$ cat config.mk
export PLATFORM = sky130hd
export DESIGN_NAME = tkm_cell
export DESIGN_NICKNAME = d
export VERILOG_FILES = /design/src/rtl/two_key_mapping_table_assert.svh /design/src/rtl/tkm_pkg.sv /design/src/rtl/tkm_cell.sv
export SDC_FILE = /design/constraint.sdc
export NUM_CORES = 1
export LEC_CHECK = 0
export BUFFER_PORTS_ARGS = -buffer_cell sky130_fd_sc_hd__buf_2
export CAP_MARGIN = 30
export CORE_MARGIN = 2
export CORE_UTILIZATION = 30
export CTS_CLUSTER_SIZE = 8
export DETAILED_ROUTE_END_ITERATION = 12
export GPL_TIMING_DRIVEN = 0
export PLACE_DENSITY = 0.61
export SYNTH_ARGS = -nofsm -noshare
export SYNTH_HDL_FRONTEND = slang
export SYNTH_SLANG_ARGS = --single-unit
$ cat constraint.sdc
create_clock -name clk -period 1.8 [get_ports clk]
set_input_delay 0.27 -clock clk [delete_from_list [all_inputs] [get_ports clk]]
set_output_delay 0.27 -clock clk [all_outputs]
set_load 0.02 [all_outputs]
$ cat src/rtl/two_key_mapping_table_assert.svh
// assertion macros for the mapping table
`ifndef TWO_KEY_MAPPING_TABLE_ASSERT_SVH
`define TWO_KEY_MAPPING_TABLE_ASSERT_SVH
`ifndef SYNTH
`define TKM_ASSERT_SAME(lbl, ante, cons, msg) \
    lbl: assert property (@(posedge clk) disable iff (!rst_n) (ante) |-> (cons)) \
        else $error(msg);
`define TKM_ASSERT_NEXT(lbl, ante, cons, msg) \
    lbl: assert property (@(posedge clk) disable iff (!rst_n) (ante) |=> (cons)) \
        else $error(msg);
`else
`define TKM_ASSERT_SAME(lbl, ante, cons, msg)
`define TKM_ASSERT_NEXT(lbl, ante, cons, msg)
`endif
`endif

$ cat src/rtl/tkm_pkg.sv
// types and codes shared by the mapping table modules
`default_nettype none

package tkm_pkg;

    typedef enum logic [2:0] {
        ACT_CLEAR     = 3'd0,
        ACT_INSERT    = 3'd1,
        ACT_READ      = 3'd2,
        ACT_FIND_PAIR = 3'd3,
        ACT_FIND_TAG  = 3'd4,
        ACT_SIZE      = 3'd5
    } action_t;

    localparam logic [1:0] ST_OK        = 2'd0;
    localparam logic [1:0] ST_FULL      = 2'd1;
    localparam logic [1:0] ST_NOT_FOUND = 2'd2;
    localparam logic [1:0] ST_RANGE     = 2'd3;

    typedef enum logic {
        S_IDLE,
        S_WALK
    } state_t;

    // control part of a search request walking the chain
    typedef struct packed {
        logic    valid;
        logic    hit;
        action_t act;
    } tok_ctl_t;

    typedef struct packed {
        logic [31:0] tag;
        logic [3:0]  ptype;
        logic [15:0] sid;
        logic [5:0]  pos;
    } key_t;

    typedef struct packed {
        logic [31:0] tag;
        logic [3:0]  ptype;
        logic [15:0] sid;
    } entry_t;

endpackage

`default_nettype wire

$ cat src/rtl/tkm_cell.sv
// one table entry with its compare stage in the search chain
`default_nettype none

module tkm_cell #(
    parameter int INDEX = 0,
    parameter int IDX_W = 6,
    parameter int CNT_W = 7,
    parameter int TAG_W = 32
) (
    input  wire                      clk,
    input  wire                      rst_n,
    input  wire                      wr_en,
    input  tkm_pkg::entry_t          wr_ent,
    input  wire  [CNT_W-1:0]         fill,
    input  tkm_pkg::tok_ctl_t        ctl_in,
    input  tkm_pkg::key_t            key_in,
    input  wire  [IDX_W-1:0]         hit_idx_in,
    input  tkm_pkg::entry_t          hit_ent_in,
    output tkm_pkg::tok_ctl_t        ctl_out,
    output tkm_pkg::key_t            key_out,
    output logic [IDX_W-1:0]         hit_idx_out,
    output tkm_pkg::entry_t          hit_ent_out
);

    logic [TAG_W-1:0]  tag_reg;
    logic [3:0]        type_reg;
    logic [15:0]       id_reg;

    tkm_pkg::tok_ctl_t ctl_reg;
    tkm_pkg::tok_ctl_t ctl_next;
    tkm_pkg::key_t     key_reg;
    logic [IDX_W-1:0]  idx_reg;
    logic [IDX_W-1:0]  idx_next;
    tkm_pkg::entry_t   ent_reg;
    tkm_pkg::entry_t   ent_next;

    logic filled;
    logic hit_here;
    logic take;

    always_ff @(posedge clk)
    begin
        if (wr_en)
        begin
            tag_reg  <= wr_ent.tag[TAG_W-1:0];
            type_reg <= wr_ent.ptype;
            id_reg   <= wr_ent.sid;
        end
    end

    always_comb
    begin
        filled = (CNT_W'(INDEX) < fill);
        case (ctl_in.act)
            tkm_pkg::ACT_READ:
                hit_here = (int'(key_in.pos) == INDEX);
            tkm_pkg::ACT_FIND_PAIR:
                hit_here = (type_reg == key_in.ptype) && (id_reg == key_in.sid);
            tkm_pkg::ACT_FIND_TAG:
                hit_here = (tag_reg == key_in.tag[TAG_W-1:0]);
            default:
                hit_here = 1'b0;
        endcase
        // first filled match wins, later cells only pass it on
        take = ctl_in.valid && !ctl_in.hit && filled && hit_here;

        ctl_next = ctl_in;
        idx_next = hit_idx_in;
        ent_next = hit_ent_in;
        if (take)
        begin
            ctl_next.hit = 1'b1;
            idx_next     = IDX_W'(INDEX);
            ent_next     = '{tag: 32'(tag_reg), ptype: type_reg, sid: id_reg};
        end
    end

    always_ff @(posedge clk or negedge rst_n)
    begin
        if (!rst_n)
        begin
            ctl_reg <= '0;
        end
        else
        begin
            ctl_reg <= ctl_next;
        end
    end

    always_ff @(posedge clk)
    begin
        key_reg <= key_in;
        idx_reg <= idx_next;
        ent_reg <= ent_next;
    end

    assign ctl_out     = ctl_reg;
    assign key_out     = key_reg;
    assign hit_idx_out = idx_reg;
    assign hit_ent_out = ent_reg;

endmodule

`default_nettype wire

==> impl_metrics.py <==
metrics = {
    "critical_path": {
        "worstSetupEndpointType": "flop",
        "cp.arrival_ps": 2520,
        "startpoint_type": "flop",
        "path_class": "flop to flop",
        "worstPathMaxFanout": 6,
        "cp.required_ps": 2100,
    },
    "drt": {
        "postRouteAntennaNets": 0,
        "vias": 3980,
        "wirelength_um": 15300,
        "remaining_drc_errors": 0,
        "first_pass_iters": 4,
        "wire_per_inst_um": 16.1,
        "viasPerCell": 4.21,
        "first_iter_violations": 68,
    },
    "placement": {
        "port_buffers": 303,
        "numPlacedInstances": 849,
        "gp_congestion": 0.784,
        "pre_cts_ws_ps": -610,
        "place.detailed.hpwl_um": 11600,
    },
    "floorplanning": {
        "start_util_pct": 30.7,
        "die_h_um": 137,
        "core_area_mm2": 0.0174,
        "die_area_mm2": 0.0188,
        "ios": 304,
        "die_w_um": 137,
        "rows": 48,
    },
    "sta": {
        "fin_ws_ps": -416,
        "timing.fmax_mhz": 451,
        "rsz0062_at_grt": "yes",
        "setup_tns_ps": -21280,
        "maxSlewViolCount": 0,
        "fin_crit_sh_pct": 123,
        "hold_viol": 0,
        "finalSetupViolCount": 59,
        "finClkSkew_ps": 8.22,
        "worst_pin_slew_ps": 580,
        "period_needed_ps": 2220,
        "slew_headroom_pct": 61.3,
    },
    "synthesis": {
        "ys.flop_type": "dfxtp_1",
        "synthTopCellsByCount": "116 x dfxtp_1, 52 x edfxtp_1, 49 x mux2_2",
        "yosysTopAreaCell": "dfxtp_1",
        "yosysWarnings": 0,
        "synth-async-reset-ratio_pct": 2.89,
        "ys_ff_latch": 173,
        "synth_edf_count": 52,
        "syn-num-nets": 503,
        "ys_seq_area_share_pct": 75.2,
        "synthCells": 320,
        "yosysTopAreaCellShare_pct": 43.6,
        "syn_avg_cell_area_um2": 16.7,
        "yosysMostFrequentCell": "dfxtp_1",
        "ys_top_cells_by_area": "dfxtp_1 44%, edfxtp_1 29%, mux2_2 10%",
        "ys_types": 20,
        "synthesis.area_mm2": 0.00533,
    },
    "power": {
        "ir_worst_vdd_v": 0.000598,
        "p_leak_uw": 0.00380,
        "finalPower_uw": 8870,
        "p_per_area_mw_per_mm2": 1050,
    },
    "global_route": {
        "grt_remaining_overflow": 0,
        "grt_pass1_wl_um": 21800,
        "grt_pass1_vias": 4312,
        "grt_start_max_net_pins": 32,
        "grtUsageTotal_pct": 15.9,
        "antenna_found_initial": 0,
    },
    "clock_network": {
        "cts_tree": "done",
        "htree_levels": 4,
        "path_clk_slew_ps": 60,
        "clockBufferDepth": 2,
        "cts_buffers": 17,
        "clk_latency_ps": 410,
        "cts_sinks": 173,
        "cts_root_buf": "clkbuf_16",
    },
    "final_layout": {
        "finish.net_count": 891,
        "fill_cells": 1537,
        "diodes": 0,
        "areaGrowthSynthToFinish_pct": 58.4,
        "fin_util_pct": 48.6,
        "largest_reg_flops": 58,
        "finalNonFillerCells": 946,
        "drive_gt1_share_pct": 55.8,
    },
    "hold_path": {
        "min_path_type": "input pin to flop",
    },
    "run": {
        "maxCapViolCount": 0,
    },
    "outcome": {
        "outcome": "complete, but fails checks",
        "violations": "negative setup slack",
    },
}
==> cells by family (layout without fill, tap and decap cells) <==
kind of cell,after synthesis,count (layout),synth area share (%)
compound gates,3,3,0.493
xor+xnor,52,52,8.54
buf+inv,6,407,0.798
flops,173,173,75.2
mux,52,52,11.2
simple gates,34,34,3.76
==> layout by cell type, fill, tap and decap left out, types with 2 or more instances in the layout <==
master / synthesis / routed
buf_2: 4 / 304
dfxtp_1: 116 / 116
dlygate4sd3_1: 0 / 62
edfxtp_1: 52 / 52
mux2_2: 49 / 49
xnor2_1: 33 / 33
xor2_1: 19 / 19
clkbuf_16: 0 / 18
nand4_1: 10 / 10
nor4_1: 7 / 5
and2_4: 0 / 5
dfrtp_1: 5 / 5
nor3_1: 4 / 4
mux2_4: 3 / 3
clkbuf_8: 0 / 3
buf_12: 0 / 3
nor2_1: 2 / 2
nand3_1: 2 / 2
nor4_2: 0 / 2
nand2b_1: 2 / 2
buf_6: 2 / 2
buf_4: 0 / 2
clkinv_2: 0 / 2
inv_6: 0 / 2
clkinv_1: 0 / 2
clkbuf_1: 0 / 2
==> worst max-delay path, stage by stage (launching register included) <==
cell      delay, ps
edfxtp_1        410
xor2_1          170
nor4_2          330
nand4_1         260
o21ai_2         210
a32oi_2         110
buf_6           180
buf_8           130
mux2_4          290
==> power breakdown <==
group,switching [µW],internal [µW],total [µW]
logic,456,470,926
clock network,1480,2100,3580
registers,96.1,4270,4360
==> metrics by stage <==
| stage | area (µm²) | hold slack, ps |
|---|---|---|
| after floorplan | 5330 | -25.6 |
| after global placement | 7130 | 102 |
| after detailed placement | 7150 | 102 |
| after CTS | 8440 | 1.41 |
| after global routing | 8440 | 0.775 |
| final | 8440 | 26.9 |
==> routing by layer <==
layer / vias up / routed length (µm) / global-route usage [%] / share of wire (%)
met5: - / 0 / 0 / 0
li1: 1905 / - / - / -
met1: 1840 / 5400 / 16.0 / 35
met2: 211 / 8070 / 29.1 / 53
met3: 24 / 1450 / 6.00 / 9.5
met4: 0 / 340 / 6.76 / 2.2
==> timing repair <==
| action | in CTS | in global routing |
|---|---|---|
| pin swaps | 8 | 6 |
| hold buffers | 62 | 0 |
| gates resized for setup | 12 | 1 |
| gates cloned | 0 | 0 |
| endpoints found under the setup margin | 59 | 59 |
| endpoints found under the hold margin | 66 | 0 |
| buffers inserted | 3 | 0 |
==> final cells by class <==
class / count / area (µm²) / share of cell area, %
Sequential cell: 173 / 4010 / 47.5
Timing Repair Buffer: 369 / 2210 / 26.2
Multi-Input combinational cell: 141 / 1310 / 15.5
Clock buffer: 23 / 499 / 5.91
Tap cell: 225 / 282 / 3.34
Clock inverter: 9 / 81.3 / 0.964
Buffer: 6 / 53.8 / 0.637
==> path summary, 6_finish.rpt <==
kind	startpoint	end	slack, ps	depth (start not counted)
setup / recovery	id_reg[6]	hit_ent_out[50]	-420	8
hold / removal	wr_ent[13]	id_reg[13]	30	1
setup reg to reg	id_reg[6]	hit_ent_out[50]	-420	8
hold reg to reg	id_reg[1]	hit_ent_out[1]	520	1
max in group asynchronous	rst_n	ctl_out[2]	1450	2
min in group asynchronous	rst_n	ctl_out[3]	200	2
Note: power is estimated with default switching activity, not from simulation.
